File: config.mk
export PLATFORM = sky130hd
export DESIGN_NAME = nearest_neighbor_scale_addr
export DESIGN_NICKNAME = d
export VERILOG_FILES = /design/src/sv/nnsa_pkg.sv /design/src/sv/nearest_neighbor_scale_addr.sv
export SDC_FILE = /design/constraint.sdc
export NUM_CORES = 2
export LEC_CHECK = 0
export ABC_CLOCK_PERIOD_IN_PS = 169200
export BUFFER_PORTS_ARGS = -buffer_cell sky130_fd_sc_hd__buf_2
export CAP_MARGIN = 20
export CORE_UTILIZATION = 55
export CTS_CLUSTER_SIZE = 10
export DETAILED_ROUTE_END_ITERATION = 8
export PLACE_DENSITY = 0.71
export SLEW_MARGIN = 10
export SYNTH_ARGS = -nofsm -noshare
export SYNTH_HDL_FRONTEND = slang
export SYNTH_MEMORY_MAX_BITS = 65536
export SYNTH_SLANG_ARGS = --single-unit
File: constraint.sdc
create_clock -name aclk -period 169.2 [get_ports aclk]
set_input_delay 25.38 -clock aclk [delete_from_list [all_inputs] [get_ports aclk]]
set_output_delay 25.38 -clock aclk [all_outputs]
set_load 0.01 [all_outputs]
File: src/sv/nnsa_pkg.sv
// ============================================================================
// nnsa_pkg
// Shared widths, register indexes and reset values for the nearest-neighbor
// scaling address generator.
// ============================================================================
`default_nettype none

package nnsa_pkg;

    localparam int CFG_W       = 12;
    localparam int ROW_W       = 11;
    localparam int COL_W       = 11;
    localparam int ADDR_W      = 32;
    localparam int CFG_IDX_W   = 3;
    localparam int PIXEL_BYTES = 3;
    localparam int ROW_ALIGN   = 4;
    localparam int DEF_MAX_DIM = 2048;

    localparam logic [CFG_W-1:0]  RST_SRC_WIDTH  = CFG_W'(1280);
    localparam logic [CFG_W-1:0]  RST_SRC_HEIGHT = CFG_W'(720);
    localparam logic [CFG_W-1:0]  RST_DST_WIDTH  = CFG_W'(1280);
    localparam logic [CFG_W-1:0]  RST_DST_HEIGHT = CFG_W'(720);
    localparam logic [ADDR_W-1:0] RST_SRC_BASE   = '0;
    localparam logic [ADDR_W-1:0] RST_DST_BASE   = '0;

    typedef enum logic [CFG_IDX_W-1:0] {
        REG_SRC_WIDTH  = 3'd0,
        REG_SRC_HEIGHT = 3'd1,
        REG_DST_WIDTH  = 3'd2,
        REG_DST_HEIGHT = 3'd3,
        REG_SRC_BASE   = 3'd4,
        REG_DST_BASE   = 3'd5
    } cfg_reg_t;

endpackage

`default_nettype wire

File: src/sv/nearest_neighbor_scale_addr.sv
// ============================================================================
// nearest_neighbor_scale_addr
// Pipelined source and destination address generator for nearest-neighbor
// scaling of 24-bit bitmaps with 4-byte aligned rows.
// ============================================================================
// Each input transaction on s_ carries the row and column of one destination
// pixel. Each output transaction on m_ returns the byte address of the source
// pixel to copy and the byte address where it is written, both modulo 2^32.
// Image sizes and base addresses are set through the cfg_ write channel,
// which is always ready; they must only change while no pixel is in flight.
// One transaction is accepted per clock while s_ready is high. Each one passes
// through the input register, the two restoring dividers that retire one
// quotient bit per stage, the multiply stage and the output register.
// A synchronous active-low reset empties the pipeline and loads the default
// image sizes of 1280 by 720 with zero base addresses.
// When the receiver stalls, the output register holds its transaction and a
// one-entry skid buffer catches the next one; s_ready then drops and the
// whole pipeline holds until the skid buffer drains. Nothing is lost.
// ============================================================================
`default_nettype none

module nearest_neighbor_scale_addr #(
    parameter int MAX_DIM = nnsa_pkg::DEF_MAX_DIM
) (
    input  wire logic                           aclk,
    input  wire logic                           aresetn,
    input  wire logic                           cfg_valid,
    output logic                                cfg_ready,
    input  wire logic [nnsa_pkg::CFG_IDX_W-1:0] cfg_addr,
    input  wire logic [nnsa_pkg::ADDR_W-1:0]    cfg_wdata,
    input  wire logic                           s_valid,
    output logic                                s_ready,
    input  wire logic [nnsa_pkg::ROW_W-1:0]     s_dest_row,
    input  wire logic [nnsa_pkg::COL_W-1:0]     s_dest_col,
    output logic                                m_valid,
    input  wire logic                           m_ready,
    output logic [nnsa_pkg::ADDR_W-1:0]         m_src_addr_out,
    output logic [nnsa_pkg::ADDR_W-1:0]         m_dst_addr_out
);

    import nnsa_pkg::*;

    localparam int CFG_MAX = (1 << CFG_W) - 1;
    localparam int DIM_CAP = (MAX_DIM < CFG_MAX) ? MAX_DIM : CFG_MAX;
    localparam int EFF_W   = $clog2(DIM_CAP + 1);
    localparam int STR_W   = EFF_W + 2;
    localparam int QW      = ROW_W + EFF_W;
    localparam int NSTG    = QW + 2;

    typedef struct packed {
        logic [EFF_W-1:0]  rrem;
        logic [QW-1:0]     rdq;
        logic [EFF_W-1:0]  crem;
        logic [QW-1:0]     cdq;
        logic [ADDR_W-1:0] dacc;
        logic [ADDR_W-1:0] sprod;
        logic [ADDR_W-1:0] scol3;
    } pipe_t;

    logic [CFG_W-1:0]  src_width_reg;
    logic [CFG_W-1:0]  src_height_reg;
    logic [CFG_W-1:0]  dst_width_reg;
    logic [CFG_W-1:0]  dst_height_reg;
    logic [ADDR_W-1:0] src_base_reg;
    logic [ADDR_W-1:0] dst_base_reg;

    logic [EFF_W-1:0] eff_sw;
    logic [EFF_W-1:0] eff_sh;
    logic [EFF_W-1:0] eff_dw;
    logic [EFF_W-1:0] eff_dh;
    logic [STR_W-1:0] src_stride;
    logic [STR_W-1:0] dst_stride;

    pipe_t             pipe_reg [0:NSTG-1];
    logic [NSTG-1:0]   vld_reg;
    logic              en;

    logic              m_valid_reg;
    logic [ADDR_W-1:0] m_src_reg;
    logic [ADDR_W-1:0] m_dst_reg;
    logic              skid_valid_reg;
    logic [ADDR_W-1:0] skid_src_reg;
    logic [ADDR_W-1:0] skid_dst_reg;
    logic [ADDR_W-1:0] fin_src_next;
    logic [ADDR_W-1:0] fin_dst_next;

    function automatic logic [EFF_W-1:0] eff_dim(input logic [CFG_W-1:0] v);
        if (v == '0) begin
            return EFF_W'(1);
        end else if (32'(v) > MAX_DIM) begin
            return EFF_W'(MAX_DIM);
        end
        return EFF_W'(v);
    endfunction

    function automatic logic [STR_W-1:0] row_stride(input logic [EFF_W-1:0] w);
        logic [STR_W-1:0] b;
        b = STR_W'(w) * STR_W'(PIXEL_BYTES) + STR_W'(ROW_ALIGN - 1);
        return b & ~STR_W'(ROW_ALIGN - 1);
    endfunction

    function automatic pipe_t div_step(input pipe_t p, input logic [EFF_W-1:0] dr,
                                       input logic [EFF_W-1:0] dc);
        pipe_t          q;
        logic [EFF_W:0] tr;
        logic [EFF_W:0] tc;
        logic           ger;
        logic           gec;
        q   = p;
        tr  = {p.rrem, p.rdq[QW-1]};
        tc  = {p.crem, p.cdq[QW-1]};
        ger = (tr >= {1'b0, dr});
        gec = (tc >= {1'b0, dc});
        q.rrem = ger ? EFF_W'(tr - {1'b0, dr}) : EFF_W'(tr);
        q.crem = gec ? EFF_W'(tc - {1'b0, dc}) : EFF_W'(tc);
        q.rdq  = {p.rdq[QW-2:0], ger};
        q.cdq  = {p.cdq[QW-2:0], gec};
        return q;
    endfunction

    assign cfg_ready = 1'b1;

    always_ff @(posedge aclk) begin
        if (!aresetn) begin
            src_width_reg  <= RST_SRC_WIDTH;
            src_height_reg <= RST_SRC_HEIGHT;
            dst_width_reg  <= RST_DST_WIDTH;
            dst_height_reg <= RST_DST_HEIGHT;
            src_base_reg   <= RST_SRC_BASE;
            dst_base_reg   <= RST_DST_BASE;
        end else if (cfg_valid && cfg_ready) begin
            case (cfg_addr)
                REG_SRC_WIDTH:  src_width_reg  <= cfg_wdata[CFG_W-1:0];
                REG_SRC_HEIGHT: src_height_reg <= cfg_wdata[CFG_W-1:0];
                REG_DST_WIDTH:  dst_width_reg  <= cfg_wdata[CFG_W-1:0];
                REG_DST_HEIGHT: dst_height_reg <= cfg_wdata[CFG_W-1:0];
                REG_SRC_BASE:   src_base_reg   <= cfg_wdata;
                REG_DST_BASE:   dst_base_reg   <= cfg_wdata;
                default: ;
            endcase
        end
    end

    always_comb begin
        eff_sw     = eff_dim(src_width_reg);
        eff_sh     = eff_dim(src_height_reg);
        eff_dw     = eff_dim(dst_width_reg);
        eff_dh     = eff_dim(dst_height_reg);
        src_stride = row_stride(eff_sw);
        dst_stride = row_stride(eff_dw);
    end

    assign en      = !skid_valid_reg;
    assign s_ready = en;

    always_ff @(posedge aclk) begin
        if (!aresetn) begin
            vld_reg[0] <= 1'b0;
        end else if (en) begin
            vld_reg[0]          <= s_valid;
            pipe_reg[0].rrem    <= '0;
            pipe_reg[0].crem    <= '0;
            pipe_reg[0].rdq     <= QW'(s_dest_row) * QW'(eff_sh);
            pipe_reg[0].cdq     <= QW'(s_dest_col) * QW'(eff_sw);
            pipe_reg[0].dacc    <= ADDR_W'(s_dest_row) * ADDR_W'(dst_stride)
                                 + ADDR_W'(s_dest_col) * ADDR_W'(PIXEL_BYTES);
            pipe_reg[0].sprod   <= '0;
            pipe_reg[0].scol3   <= '0;
        end
    end

    for (genvar k = 1; k <= QW; k++) begin : g_div
        always_ff @(posedge aclk) begin
            if (!aresetn) begin
                vld_reg[k] <= 1'b0;
            end else if (en) begin
                vld_reg[k]  <= vld_reg[k-1];
                pipe_reg[k] <= div_step(pipe_reg[k-1], eff_dh, eff_dw);
            end
        end
    end

    always_ff @(posedge aclk) begin
        if (!aresetn) begin
            vld_reg[QW+1] <= 1'b0;
        end else if (en) begin
            vld_reg[QW+1]        <= vld_reg[QW];
            pipe_reg[QW+1].rrem  <= pipe_reg[QW].rrem;
            pipe_reg[QW+1].rdq   <= pipe_reg[QW].rdq;
            pipe_reg[QW+1].crem  <= pipe_reg[QW].crem;
            pipe_reg[QW+1].cdq   <= pipe_reg[QW].cdq;
            pipe_reg[QW+1].dacc  <= pipe_reg[QW].dacc;
            pipe_reg[QW+1].sprod <= ADDR_W'(pipe_reg[QW].rdq) * ADDR_W'(src_stride);
            pipe_reg[QW+1].scol3 <= ADDR_W'(pipe_reg[QW].cdq) * ADDR_W'(PIXEL_BYTES);
        end
    end

    assign fin_src_next = src_base_reg + pipe_reg[QW+1].sprod + pipe_reg[QW+1].scol3;
    assign fin_dst_next = dst_base_reg + pipe_reg[QW+1].dacc;

    always_ff @(posedge aclk) begin
        if (!aresetn) begin
            m_valid_reg    <= 1'b0;
            skid_valid_reg <= 1'b0;
        end else if (!m_valid_reg || m_ready) begin
            if (skid_valid_reg) begin
                m_valid_reg    <= 1'b1;
                m_src_reg      <= skid_src_reg;
                m_dst_reg      <= skid_dst_reg;
                skid_valid_reg <= 1'b0;
            end else begin
                m_valid_reg <= vld_reg[QW+1];
                m_src_reg   <= fin_src_next;
                m_dst_reg   <= fin_dst_next;
            end
        end else if (vld_reg[QW+1] && en) begin
            skid_valid_reg <= 1'b1;
            skid_src_reg   <= fin_src_next;
            skid_dst_reg   <= fin_dst_next;
        end
    end

    assign m_valid        = m_valid_reg;
    assign m_src_addr_out = m_src_reg;
    assign m_dst_addr_out = m_dst_reg;

`ifndef SYNTH
    a_skid_implies_out: assert property (@(posedge aclk) disable iff (!aresetn)
        skid_valid_reg |-> m_valid_reg)
        else $error("skid buffer holds a transaction while the output is empty");

    a_stall_holds_last: assert property (@(posedge aclk) disable iff (!aresetn)
        (vld_reg[QW+1] && !en) |=> vld_reg[QW+1])
        else $error("last pipeline stage dropped a transaction during a stall");

    a_skid_refills_out: assert property (@(posedge aclk) disable iff (!aresetn)
        (m_valid && m_ready && skid_valid_reg) |=> (m_valid && !skid_valid_reg))
        else $error("skid buffer did not move into the output register");
`endif

endmodule

`default_nettype wire
# == Word-level counts from Yosys, hierarchy flattened ==
# Memory sizes are Yosys's and may differ from the RTL's.
# Cells that the tools add are included.
# word_totals
word_cells,245
register_bits,267
memories,1
mem_bits_rw,4150
output_inout_bits,67
in_bits,62
# memory_table
name,depth,word_bits,rd,rd_clocked_by_memory_dff,write_ports,line_no,text
pipe_reg,25,166,25,0,25,nearest_neighbor_scale_addr.sv:74,pipe_t pipe_reg [0:NSTG-1];
# op_classes
multipliers,8
add_sub_neg,52
bitwise_logic,2
order_cmp,50
mux,72
eq_ne,5
reduce_logical,18
# op_table
op,count
12-bit 2-to-1 mux,58
13-bit by 12-bit >= comparator with 1-bit output,46
12-bit subtractor,46
32-bit adder,3
11-bit by 12-bit multiplier with 23-bit output,3
32-bit 2-to-1 mux,2
"12-bit greater-than comparator, second input constant",4
12-bit logical NOT,4
23-bit by 12-bit multiplier with 30-bit output,1
"14-bit by 2-bit adder with 14-bit output, second input constant",2
"12-bit by 2-bit multiplier with 14-bit output, second input constant",2
25-bit by 13-bit adder with 26-bit output,1
"23-bit by 2-bit multiplier with 25-bit output, second input constant",1
2-bit AND reduction,7
"11-bit by 2-bit multiplier with 13-bit output, second input constant",1
1-bit 2-to-1 mux,12
"3-bit by 2-bit equality test with 1-bit output, second input constant",2
"3-bit equality test, second input constant",2
"3-bit by 1-bit equality test with 1-bit output, second input constant",1
3-bit logical NOT,1
3-bit AND reduction,1
1-bit logical NOT,2
1-bit NOT,2
2-bit OR reduction,1
other kinds (2),2

# == Logic depth before layout (Yosys ltp) ==
# depth
depth_word,8
ltp_mapped,37
mapped_depth_nobuf,34

# == Worst setup path before layout ==
# No wires, ideal clock.
# synth_timing
path_kind,input port to flip-flop
from,input aresetn
to,register skid_dst_reg[0] (enable)
required_ps,168771
setup_ps,429
arrival_time_ps,133396
n_path_buf,0
stages,2
path_slack_ps,35375
cell_sequence,nor2b_1 and3_1
# synth_via
elab_chain_len,1
# synth_rtl
element,line_no,text
"start, declared",nearest_neighbor_scale_addr.sv:26,"input wire logic aresetn,"
3-bit AND reduction (no source line),n/a,
"end signal, assigned",nearest_neighbor_scale_addr.sv:219,skid_dst_reg <= fin_dst_next;
"end, declared",nearest_neighbor_scale_addr.sv:83,logic [ADDR_W-1:0] skid_dst_reg;
# No other way between the ends.
# A chain may end at the register's enable or synchronous reset.

==> flow_summary.json <==
{
  "port_buffers": 127,
  "final_util_pct": 60.9,
  "worstPathRequired_ps": 169730,
  "finalMaxSlewViolations": 0,
  "worst_setup_path_end_kind": "register",
  "syn_area_per_cell_sq_um": 13.2,
  "synth.distinct_cells": 87,
  "leakage_nw": 59.3,
  "timing.hold.ws_ps": 359,
  "clk_pin_slew_ps": 50,
  "finalCritPeriodShare_pct": 18.5,
  "grt_pass1_wl_um": 471000,
  "start_util_pct": 55.3,
  "grt_pass1_vias": 81700,
  "worst_pin_slew_ps": 1120,
  "status": "finished clean",
  "hold_path_depth": 0,
  "synthArstFlopShare_pct": 0,
  "crit_type": "input port to register",
  "clock-sinks": 2604,
  "synth_flop_cell": "edfxtp_1",
  "drt_drc_violations_left": 0,
  "antenna_found_initial": 19,
  "fmax_mhz": 32.0,
  "die_area_sq_um": 249000,
  "yosys-top-cells-count": "2,465 x edfxtp_1, 999 x inv_1, 971 x nand2_1",
  "post_cts_buffers": 0,
  "first_pass_iters": 5,
  "post_cts_resized": 0,
  "worstHoldStart": "pipe_reg[1][1133]$_DFFE_PP_",
  "irDropWorstVdd_mv": 0.0119,
  "rr_worst_depth": 34,
  "area_delta_synth_final_pct": 10.1,
  "ctsRootBufferMaster": "clkbuf_16",
  "die_x_um": 499,
  "cts_buffers": 321,
  "r2r-end": "pipe_reg[0][88]$_DFFE_PP_",
  "grt_overflow": 0,
  "largest_reg_flops": 2337,
  "synth_top_area_share_pct": 54.4,
  "postSynthCellCount": 10335,
  "setup_violations": 0,
  "fin_skew_ps": 94.3,
  "via_count": 80336,
  "grt_use_total_pct": 24.6,
  "core.rowCount": 182,
  "cts.htree.levels": 5,
  "ys_warn_count": 0,
  "cts_tree": "built",
  "rsz0062_at_grt": "false",
  "worstSetupStartpointType": "input port",
  "routed_wl_um": 307000,
  "viasPerCell": 5.72,
  "dr.first_iter.drc_count": 6263,
  "ys_top_cells_by_area": "edfxtp_1 54%, ha_1 8.4%, fa_1 8.0%",
  "cts_hold_buffers": 0,
  "syn_area_sq_um": 136000,
  "fin_cells": 14036,
  "min_period_ps": 31280,
  "final.setup.tns_ps": 0,
  "drive_gt1_share_pct": 9.94,
  "dp_cells": 13573,
  "avgRoutedWirePerCell_um": 21.8,
  "critPathMaxFanout": 200,
  "fin_total_pwr_mw": 2.49,
  "gp_congestion": 0.904,
  "die_y_um": 499,
  "synth_seq_cells": 2604,
  "crit_arrival_ps": 31810,
  "synth_top_area_cell": "edfxtp_1",
  "slew_headroom_pct": 25.1,
  "cts.path.max_buffers": 4,
  "yosysMostFrequentCell": "edfxtp_1",
  "syn_nets": 11859,
  "coreArea_sq_um": 246000,
  "seq_area_frac_synth_pct": 56.5,
  "clk_latency_ps": 960,
  "nets": 12215,
  "min_path_type": "register to register",
  "dpl.hpwl_um": 213000,
  "cellPowerDensity_nw_per_um2": 16.6,
  "ff2ff_setup_slack_ps": 159080,
  "ios": 129,
  "whs_endpoint": "pipe_reg[1][1300]$_DFFE_PP_",
  "finalHoldViolations": 0,
  "grt_max_degree": 201,
  "antenna_left": 0,
  "synth_edf_count": 2465,
  "timing.rr.start": "dst_width_reg[11]$_SDFFE_PN0P_",
  "maxCapViolations": 0
}
[placed cells by master, fill, tap and decap left out, drive strengths merged, types with 84 or more instances in the layout]
cell and count:
a21o 136, fa 547, a21boi 150, buf 258, inv 1008, o21a 84, and2 282, xor2 133
ha 915, nor3 197, edfxtp 2465, nor2b 243, nand4 140, nand2 971, mux2i 145, o21ai 304
nor2 369, xnor2 361, dfxtp 139, clkbuf 405, mux2 386, a21oi 334
[worst max path at each step]
stage / slack, ps / cells after the start / end / startpoint
global route: 137350 / 8 / pipe_reg[0][2075]$_DFFE_PP_ / aresetn
finish: 137920 / 8 / pipe_reg[0][1909]$_DFFE_PP_ / aresetn
floorplan: 35380 / 2 / skid_dst_reg[0]$_DFFE_PP_ / aresetn
detailed placement: 136950 / 8 / pipe_reg[0][1908]$_DFFE_PP_ / aresetn
CTS: 137950 / 8 / pipe_reg[0][1909]$_DFFE_PP_ / aresetn
global placement: 137100 / 8 / pipe_reg[0][1908]$_DFFE_PP_ / aresetn
[final cells by class]
cell class / count / area (sq um)
antenna: 9 / 22.5
sequential: 2604 / 76800
clock inverter: 34 / 312
timing repair buffer: 258 / 1710
fill: 18562 / 96100
tap: 3220 / 4030
multi-input combinational: 6507 / 54800
clock buffer: 405 / 8450
inverter: 999 / 3750
[layer usage]
| metal | vias up | routed length, um | part of all wire, % | track usage, % |
|---|---|---|---|---|
| met4 | 12 | 15200 | 5.0 | 11.2 |
| met2 | 2339 | 145000 | 47 | 40.6 |
| met1 | 39692 | 129000 | 42 | 32.3 |
| li1 | 37670 | - | - | - |
| met5 | - | 80 | 0.026 | 0 |
| met3 | 623 | 17000 | 5.5 | 3.77 |
[power breakdown]
part | switching [mW] | internal, mW
clock | 0.243 | 0.350
sequential | 0.0619 | 0.883
combinational | 0.523 | 0.428
[worst max-delay path: stages]
cell	delay, ps
buf_4	470
nor2b_4	580
buf_4	790
buf_12	710
buf_4	870
buf_4	860
buf_12	740
buf_4	940
[metrics by stage]
step	setup WS, ps	cell area, sq um
floorplan	35380	136000
global placement	137100	141000
detailed placement	136950	141000
CTS	137950	150000
global route	137350	150000
finish	137920	150000
[cells by family (layout without fill, tap and decap cells)]
group	after synthesis	in the layout	share of synthesized area, %
AOI/OAI and AO/OA	1423	1423	6.88
DFF	2604	2604	56.5
xor gates and xnor gates	495	495	3.20
muxes	531	531	4.26
adders and majority gates	1462	1462	16.5
and+or+nand+nor	2595	2595	9.31
buffers and inverters	1224	1696	3.43
other	1	10	0.00276
Power figures use the tool's default switching activity.
